==> config.mk <==
export PLATFORM = sky130hd
export DESIGN_NAME = crypto1_stream_cipher
export DESIGN_NICKNAME = d
export VERILOG_FILES = /design/src/design/crypto1_pkg.sv /design/src/design/crypto1_stream_cipher.sv /design/src/design/crypto1_step.sv
export SDC_FILE = /design/constraint.sdc
export NUM_CORES = 1
export LEC_CHECK = 0
export ABC_AREA = 1
export ABC_CLOCK_PERIOD_IN_PS = 3900
export BUFFER_PORTS_ARGS = -buffer_cell sky130_fd_sc_hd__clkbuf_2
export CAP_MARGIN = 20
export CORE_MARGIN = 1
export CORE_UTILIZATION = 30
export CTS_CLUSTER_DIAMETER = 200
export DETAILED_ROUTE_END_ITERATION = 8
export GPL_ROUTABILITY_DRIVEN = 0
export GPL_TIMING_DRIVEN = 0
export REMOVE_ABC_BUFFERS = 1
export SETUP_SLACK_MARGIN = 0.15
export SKIP_CTS_REPAIR_TIMING = 1
export SYNTH_ARGS = -nofsm -noshare
export SYNTH_HDL_FRONTEND = slang
export SYNTH_HIERARCHICAL = 1
export SYNTH_SLANG_ARGS = --single-unit
==> constraint.sdc <==
create_clock -name clk_i -period 3.9 [get_ports clk_i]
set_input_delay 0 -clock clk_i [delete_from_list [all_inputs] [get_ports clk_i]]
set_output_delay 0 -clock clk_i [all_outputs]
set_load 0.03 [all_outputs]
==> src/design/crypto1_pkg.sv <==
// Shared types, constants, filter function and key loader of the Crypto1 keystream engine.
package crypto1_pkg;

  localparam int unsigned HalfW = 24;
  localparam int unsigned KeyW  = 48;

  localparam logic [HalfW-1:0] PolyOdd  = 24'h29CE5C;
  localparam logic [HalfW-1:0] PolyEven = 24'h870804;

  typedef enum logic [2:0] {
    CMD_LOAD      = 3'd0,
    CMD_BIT       = 3'd1,
    CMD_BYTE      = 3'd2,
    CMD_WORD      = 3'd3,
    CMD_BACK_BIT  = 3'd4,
    CMD_BACK_WORD = 3'd5,
    CMD_RECOVER   = 3'd6
  } cmd_e;

  typedef enum logic [1:0] {
    ST_IDLE,
    ST_RUN,
    ST_HOLD
  } state_e;

  typedef struct packed {
    logic [HalfW-1:0] odd;
    logic [HalfW-1:0] even;
  } lfsr_t;

  typedef struct packed {
    logic backward;
    logic in_bit;
    logic fb;
  } step_ctl_t;

  function automatic logic filter_bit(input logic [HalfW-1:0] v);
    logic [19:0] fa;
    logic [19:0] fb;
    logic [19:0] fc;
    logic [19:0] fd;
    logic [19:0] fe;
    logic [31:0] fo;
    logic [4:0]  idx;
    fa = 20'hf22c0;
    fb = 20'h6c9c0;
    fc = 20'h3c8b0;
    fd = 20'h1e458;
    fe = 20'h0d938;
    fo = 32'hEC57E80A;
    idx[4] = fa[{1'b0, v[3:0]} + 5'd4];
    idx[3] = fb[{1'b0, v[7:4]} + 5'd3];
    idx[2] = fc[{1'b0, v[11:8]} + 5'd2];
    idx[1] = fd[{1'b0, v[15:12]} + 5'd1];
    idx[0] = fe[{1'b0, v[19:16]}];
    return fo[idx];
  endfunction

  function automatic lfsr_t load_key(input logic [KeyW-1:0] key);
    lfsr_t s;
    for (int k = 0; k < HalfW; k++) begin
      s.odd[k]  = key[(2 * k) ^ 7];
      s.even[k] = key[(2 * k + 1) ^ 7];
    end
    return s;
  endfunction

endpackage

==> src/design/crypto1_stream_cipher.sv <==
// Top level of the Crypto1 keystream engine: stream ports, sequencer and LFSR state.
//
// Each beat on the input carries one command, and each command gives one result beat.
// The LFSR moves one bit per cycle through a single shared step unit; a command that
// clocks n bits (n is 1, 8 or 32; load and the unused code take no step) keeps the
// block busy while it steps and then until its result is placed in the output register,
// which waits while an earlier result has not been taken. Input ready drops during that
// time and returns as soon as the result is registered, even while it still waits to be
// taken. Nonce recovery runs 32 steps on a private copy and leaves the main state as is.
module crypto1_stream_cipher (
  input  logic        clk_i,
  input  logic        rst_ni,
  input  logic        cfg_we_i,
  input  logic [47:0] cfg_wdata_i,     // cipher_key
  input  logic        s_axis_tvalid_i,
  output logic        s_axis_tready_o,
  input  logic [63:0] s_axis_tdata_i,  // data_in [31:0], uid_in [63:32]
  input  logic [3:0]  s_axis_tuser_i,  // command [2:0], feedback_enable [3]
  output logic        m_axis_tvalid_o,
  input  logic        m_axis_tready_i,
  output logic [31:0] m_axis_tdata_o,  // keystream_out [31:0]
  output logic [0:0]  m_axis_tuser_o   // parity_keystream [0]
);

  crypto1_pkg::state_e    state_q, state_d;
  crypto1_pkg::cmd_e      cmd_q;
  crypto1_pkg::lfsr_t     main_q;
  crypto1_pkg::lfsr_t     work_q;
  crypto1_pkg::lfsr_t     step_next;
  crypto1_pkg::step_ctl_t step_ctl;
  logic [crypto1_pkg::KeyW-1:0] key_q;
  logic [31:0] data_q;
  logic [31:0] uid_q;
  logic [31:0] ks_q;
  logic        fb_q;
  logic [4:0]  cnt_q;
  logic [4:0]  last_q;
  logic [4:0]  pos;
  logic        step_ks;
  logic        in_acc;
  logic        out_free;
  logic        last_step;
  logic        step_en;
  logic        out_load;
  logic        commit;
  logic        is_recover;
  logic        m_valid_q;
  logic [31:0] m_data_q;
  logic        m_par_q;
  crypto1_pkg::cmd_e in_cmd;

  assign in_cmd     = crypto1_pkg::cmd_e'(s_axis_tuser_i[2:0]);
  assign in_acc     = s_axis_tvalid_i && s_axis_tready_o;
  assign out_free   = !m_valid_q || m_axis_tready_i;
  assign last_step  = (cnt_q == last_q);
  assign is_recover = (cmd_q == crypto1_pkg::CMD_RECOVER);

  always_comb begin
    state_d = state_q;
    case (state_q)
      crypto1_pkg::ST_IDLE: if (in_acc) state_d = crypto1_pkg::ST_RUN;
      crypto1_pkg::ST_RUN:  if (last_step) state_d = crypto1_pkg::ST_HOLD;
      crypto1_pkg::ST_HOLD: if (out_free) state_d = crypto1_pkg::ST_IDLE;
      default:              state_d = crypto1_pkg::ST_IDLE;
    endcase
  end

  always_comb begin
    s_axis_tready_o = 1'b0;
    step_en         = 1'b0;
    out_load        = 1'b0;
    case (state_q)
      crypto1_pkg::ST_IDLE: s_axis_tready_o = 1'b1;
      crypto1_pkg::ST_RUN: begin
        case (cmd_q)
          crypto1_pkg::CMD_BIT, crypto1_pkg::CMD_BYTE, crypto1_pkg::CMD_WORD,
          crypto1_pkg::CMD_BACK_BIT, crypto1_pkg::CMD_BACK_WORD,
          crypto1_pkg::CMD_RECOVER: step_en = 1'b1;
          default:                  step_en = 1'b0;
        endcase
      end
      crypto1_pkg::ST_HOLD: out_load = out_free;
      default: ;
    endcase
  end

  assign commit = out_load && !is_recover;

  always_comb begin
    case (cmd_q)
      crypto1_pkg::CMD_BYTE:      pos = cnt_q;
      crypto1_pkg::CMD_WORD:      pos = cnt_q ^ 5'd24;
      crypto1_pkg::CMD_RECOVER:   pos = cnt_q ^ 5'd24;
      crypto1_pkg::CMD_BACK_WORD: pos = ~cnt_q ^ 5'd24;
      default:                    pos = 5'd0;
    endcase
  end

  assign step_ctl.backward = (cmd_q == crypto1_pkg::CMD_BACK_BIT) ||
                             (cmd_q == crypto1_pkg::CMD_BACK_WORD);
  assign step_ctl.in_bit   = data_q[pos] ^ (is_recover & uid_q[pos]);
  assign step_ctl.fb       = is_recover | fb_q;

  crypto1_step u_step (
    .state_i (work_q),
    .ctl_i   (step_ctl),
    .state_o (step_next),
    .ks_o    (step_ks)
  );

  always_ff @(posedge clk_i or negedge rst_ni) begin
    if (!rst_ni) begin
      state_q   <= crypto1_pkg::ST_IDLE;
      key_q     <= '0;
      main_q    <= '0;
      m_valid_q <= 1'b0;
    end else begin
      state_q <= state_d;
      if (cfg_we_i) key_q <= cfg_wdata_i;
      if (commit) main_q <= work_q;
      if (out_load) begin
        m_valid_q <= 1'b1;
      end else if (m_axis_tready_i) begin
        m_valid_q <= 1'b0;
      end
    end
  end

  always_ff @(posedge clk_i) begin
    if (in_acc) begin
      cmd_q  <= in_cmd;
      data_q <= s_axis_tdata_i[31:0];
      uid_q  <= s_axis_tdata_i[63:32];
      fb_q   <= s_axis_tuser_i[3];
      cnt_q  <= '0;
      ks_q   <= '0;
      case (in_cmd)
        crypto1_pkg::CMD_BYTE:      last_q <= 5'd7;
        crypto1_pkg::CMD_WORD,
        crypto1_pkg::CMD_BACK_WORD,
        crypto1_pkg::CMD_RECOVER:   last_q <= 5'd31;
        default:                    last_q <= 5'd0;
      endcase
      if (in_cmd == crypto1_pkg::CMD_LOAD || in_cmd == crypto1_pkg::CMD_RECOVER) begin
        work_q <= crypto1_pkg::load_key(key_q);
      end else begin
        work_q <= main_q;
      end
    end else if (state_q == crypto1_pkg::ST_RUN) begin
      if (step_en) begin
        work_q    <= step_next;
        ks_q[pos] <= step_ks;
      end
      if (!last_step) cnt_q <= cnt_q + 5'd1;
    end
    if (out_load) begin
      m_data_q <= is_recover ? (data_q ^ ks_q) : ks_q;
      m_par_q  <= crypto1_pkg::filter_bit(commit ? work_q.odd : main_q.odd);
    end
  end

  assign m_axis_tvalid_o   = m_valid_q;
  assign m_axis_tdata_o    = m_data_q;
  assign m_axis_tuser_o[0] = m_par_q;

endmodule

==> src/design/crypto1_step.sv <==
// One forward or backward bit step of the Crypto1 LFSR with its filter output.
module crypto1_step (
  input  crypto1_pkg::lfsr_t     state_i,
  input  crypto1_pkg::step_ctl_t ctl_i,
  output crypto1_pkg::lfsr_t     state_o,
  output logic                   ks_o
);

  logic                         ks_fwd;
  logic                         ks_back;
  logic                         feed_fwd;
  logic                         feed_back;
  logic [crypto1_pkg::HalfW-2:0] shr;

  assign ks_fwd  = crypto1_pkg::filter_bit(state_i.odd);
  assign ks_back = crypto1_pkg::filter_bit(state_i.even);
  assign shr     = state_i.odd[crypto1_pkg::HalfW-1:1];

  assign feed_fwd = (ks_fwd & ctl_i.fb) ^ ctl_i.in_bit
                  ^ (^(crypto1_pkg::PolyOdd & state_i.odd))
                  ^ (^(crypto1_pkg::PolyEven & state_i.even));

  assign feed_back = state_i.odd[0]
                   ^ (^(crypto1_pkg::PolyEven & {1'b0, shr}))
                   ^ (^(crypto1_pkg::PolyOdd & state_i.even))
                   ^ ctl_i.in_bit ^ (ks_back & ctl_i.fb);

  always_comb begin
    if (ctl_i.backward) begin
      state_o.odd  = state_i.even;
      state_o.even = {feed_back, shr};
      ks_o         = ks_back;
    end else begin
      state_o.odd  = {state_i.even[crypto1_pkg::HalfW-2:0], feed_fwd};
      state_o.even = state_i.odd;
      ks_o         = ks_fwd;
    end
  end

endmodule

==> results by group <==
Worst setup path
  • Flop2flop setup slack: ~0.22 ns
  • CP dominant cell by count: nand2_1
  • Crit end category: register
  • CP arrival: 3.96 ns
  • Worst reg2reg path startpoint: cmd_q[0]$_DFFE_PP_
  • Required @ worst endpoint: approximately 4.2 ns
  • Crit Path Category: reg -> reg
  • CP max stage delay: 0.50 ns
  • CP max-delay cell: edfxtp_1
  • Reg2reg path depth: 28
  • Worst-path fanout max: 7
  • Critical Path Source Type: register
  • Worst flop-to-flop path endpoint: work_q[23]$_DFFE_PP_

Cells and area
  • Share of layout cells above drive strength 1: 19.8%
  • Post-layout util: about two fifths
  • Register area: ~0.0078 sq mm
  • Layout Nets: 2161
  • Non-Filler Instances: 2663
  • P&R area growth vs syn: 30.3%
  • Multi-input combinational cell area: about 0.0064 sq mm
  • Fill cell count: between 4000 and 5000

STA
  • Hold slack: ~0.045 ns
  • Fin crit share: between 90 and 100%
  • Slew @ Worst Pin: slightly below 1 ns
  • Slew Limit Fails: 0
  • Final min period: 3.68 ns
  • Unrepaired setup endpoints after global routing: true
  • Setup WS post-layout: ~0.22 ns
  • Setup Skew: about 0.013 ns
  • Final setup TNS: 0 ns
  • Fmax: 272 MHz
  • Setup violators final: 0
  • Final hold vios: 0
  • Slew headroom: between 30% and 40%

Route
  • Drt drc: 0
  • Vias/cell: 4.82
  • TritonRoute pass-1 iters: 5
  • WL per Instance: between 15 and 20 microns
  • Routed vias: approximately 13000
  • Routed Antenna Nets: 0
  • Final wirelength: ~43000 microns
  • DRT iter0 DRCs: between 700 and 800

GRT
  • First-pass GRT wire length: between 60000 and 70000 microns
  • Largest net degree at the start of global routing: 105
  • Total gr overflow: 0
  • Global-route usage over all layers: between 10% and 20%
  • Vias in the first global route: about 12000
  • Initial antenna violation count: 1

Die
  • Die W: 223 microns
  • DIE AREA: 0.0499 sq mm
  • Core area: just under 0.05 sq mm
  • Die Ht: about 220 microns
  • Row Count: 80
  • # IOs: 156
  • Initial core utilization: between 30% and 40%

Yosys
  • Synth unique cells: 39
  • FF+latch count, synth: 287
  • Syn avg cell area: roughly 8.4 sq um
  • Asr flop ratio synth: 34.5%
  • Post-Syn Instances: about 1700
  • Post-synthesis sequential area ratio: roughly 53%
  • Post-synth EDFFs: around 150
  • Yosys warns: 6
  • Post-Syn Area: 0.0147 sq mm
  • Post-synth top flop: edfxtp_1

Place
  • Post-DP HPWL: between 20000 and 30000 microns
  • Pre-CTS WS: -1.05 ns
  • I/O Buffers: around 160
  • Dpl cells: 2458

Power
  • Worst vdd ir: between 0.0003 and 0.0004 V
  • Leakage power: ~8.7 nW
  • Pwr/cell area: roughly 830 mW/mm^2

Outcome
  • Status: complete, no violations

Worst hold path
  • Worst Hold Path EP: key_q[13]$_DFFE_PN0P_
  • Hold Crit Class: in -> reg
  • Hold Crit Start: cfg_we_i
  • Hold Path Depth: 3

Clocking
  • Total clock sinks: around 290
  • CTS H-Tree Depth: 2
  • Clk_lat worst skew: approximately 0.54 ns
  • Clock buffer depth: 3
  • Clock-pin slew on the worst setup and hold paths: ~0.060 ns
  • TritonCTS buffer count: 35
  • Clock Tree Root: clkbuf_16
  • TritonCTS clock tree: built

Flow run
  • MaxCap Viol Count: 0
==> layer usage <==
metal / vias up / global-route usage [%] / routed length, microns
met2: 405 / 27.6 / 20600
met4: 0 / 4.93 / 1080
met1: 6071 / 20.4 / 18600
met5: - / 0 / 0
li1: 6291 / - / -
met3: 63 / 3.20 / 2460
==> through the flow <==
stage	total power, W	area, sq um
5_1_grt	0.0171	19200
6_report	0.0158	19200
4_1_cts	0.0150	17400
3_5_place_dp	0.0115	16200
2_1_floorplan	0.00958	14400
3_3_place_gp	0.0111	16000
==> flip-flops by register name, indices dropped and copies added (netlist names), 2 cells and up <==
name            count
ks_q               32
work_q             48
main_q             48
state_q             2
cnt_q               5
last_q              2
cmd_q               3
data_q             32
m_axis_tdata_o     32
key_q              48
uid_q              32
==> synthesized netlist by cell type, types with 2 or more instances <==
cell / n / area (sq um)
buf_2: 13 / 65.1
nand3_2: 5 / 50.1
xor2_1: 11 / 96.3
nor3_1: 21 / 105
nand3_1: 122 / 611
mux2_2: 47 / 529
o21ai_0: 96 / 480
buf_1: 13 / 48.8
edfxtp_1: 151 / 4530
inv_2: 22 / 82.6
inv_1: 152 / 571
dfrtp_1: 99 / 2480
nor2_1: 90 / 338
clkinv_1: 2 / 7.51
dfxtp_1: 37 / 741
clkbuf_1: 41 / 154
ha_1: 20 / 250
o21ai_1: 32 / 160
nand4_1: 6 / 37.5
nand3b_1: 8 / 60.1
buf_4: 2 / 15.0
nand2_2: 15 / 93.8
nor2_2: 11 / 68.8
nand2_1: 559 / 2100
xnor2_1: 33 / 289
a21oi_1: 126 / 631
==> power by group <==
group / leakage (nW) / switching (W) / total (W) / internal (W)
Clock: 0.597 / 0.00131 / 0.00341 / 0.00210
Combinational: 5.14 / 0.00479 / 0.00741 / 0.00262
Sequential: 2.94 / 0.000725 / 0.00501 / 0.00429
==> worst max-delay path, delay by kind of cell, from the launching register on <==
family                    cells  cell delay [ns]
and+or+nand+nor              20             1.86
buffers and inverters         4             0.53
DFF                           1             0.50
AOI/OAI and AO/OA             3             0.34
xor gates and xnor gates      1             0.16
==> cells in the final DEF, fill, tap and decap left out, types with 6 or more instances in the layout <==
cell / Yosys / final
a21oi_1: 126 / 126
buf_12: 0 / 8
buf_4: 2 / 13
clkbuf_1: 41 / 8
clkbuf_16: 0 / 40
clkbuf_2: 0 / 154
clkbuf_8: 0 / 9
dfrtp_1: 99 / 99
dfxtp_1: 37 / 37
dlygate4sd3_1: 0 / 118
edfxtp_1: 151 / 151
ha_1: 20 / 20
inv_1: 152 / 149
inv_2: 22 / 21
mux2_2: 47 / 47
nand2_1: 559 / 524
nand2_2: 15 / 42
nand2_4: 1 / 7
nand3_1: 122 / 115
nand3_2: 5 / 8
nand3b_1: 8 / 8
nand4_1: 6 / 6
nor2_1: 90 / 83
nor2_2: 11 / 11
nor2_4: 1 / 9
nor3_1: 21 / 21
o21ai_0: 96 / 96
o21ai_1: 32 / 30
xnor2_1: 33 / 31
xor2_1: 11 / 10
==> worst max path at each step <==
| stage | startpoint | to | slack, ns | depth (start not counted) |
|---|---|---|---|---|
| 2_1_floorplan | cmd_q[1]$_DFFE_PP_ | work_q[24]$_DFFE_PP_ | -0.55 | 28 |
| 3_3_place_gp | cmd_q[2]$_DFFE_PP_ | work_q[23]$_DFFE_PP_ | -3.17 | 26 |
| 3_5_place_dp | cmd_q[1]$_DFFE_PP_ | work_q[23]$_DFFE_PP_ | -1.05 | 29 |
| 4_1_cts | cmd_q[1]$_DFFE_PP_ | work_q[23]$_DFFE_PP_ | -1.06 | 29 |
| 5_1_grt | cmd_q[1]$_DFFE_PP_ | work_q[24]$_DFFE_PP_ | -0.05 | 31 |
| 6_report | cmd_q[0]$_DFFE_PP_ | work_q[23]$_DFFE_PP_ | 0.22 | 28 |
==> kinds of logic (layout without fill, tap and decap cells) <==
logic type                 after synthesis  count (layout)  synth area share, %
DFF                                    287             287                 52.7
buffers and inverters                  246             542                 6.49
AOI/OAI and AO/OA                      261             261                 9.09
muxes                                   47              47                 3.60
other                                    0               2                    0
and+or+nand+nor                        842             845                 23.8
xor gates and xnor gates                44              44                 2.62
adders and majority gates               20              20                 1.70
==> cell type report <==
cell class / count / area share (%)
clock inverters: 8 / 0.522
inverters: 176 / 3.53
repair inverters: 1 / 0.0392
flip-flops and latches: 287 / 40.4
diodes: 2 / 0.0261
repair buffers: 302 / 12.4
clock buffers: 55 / 5.82
well taps: 615 / 4.01
multi-input cells: 1217 / 33.2
Power figures use the tool's default switching activity.
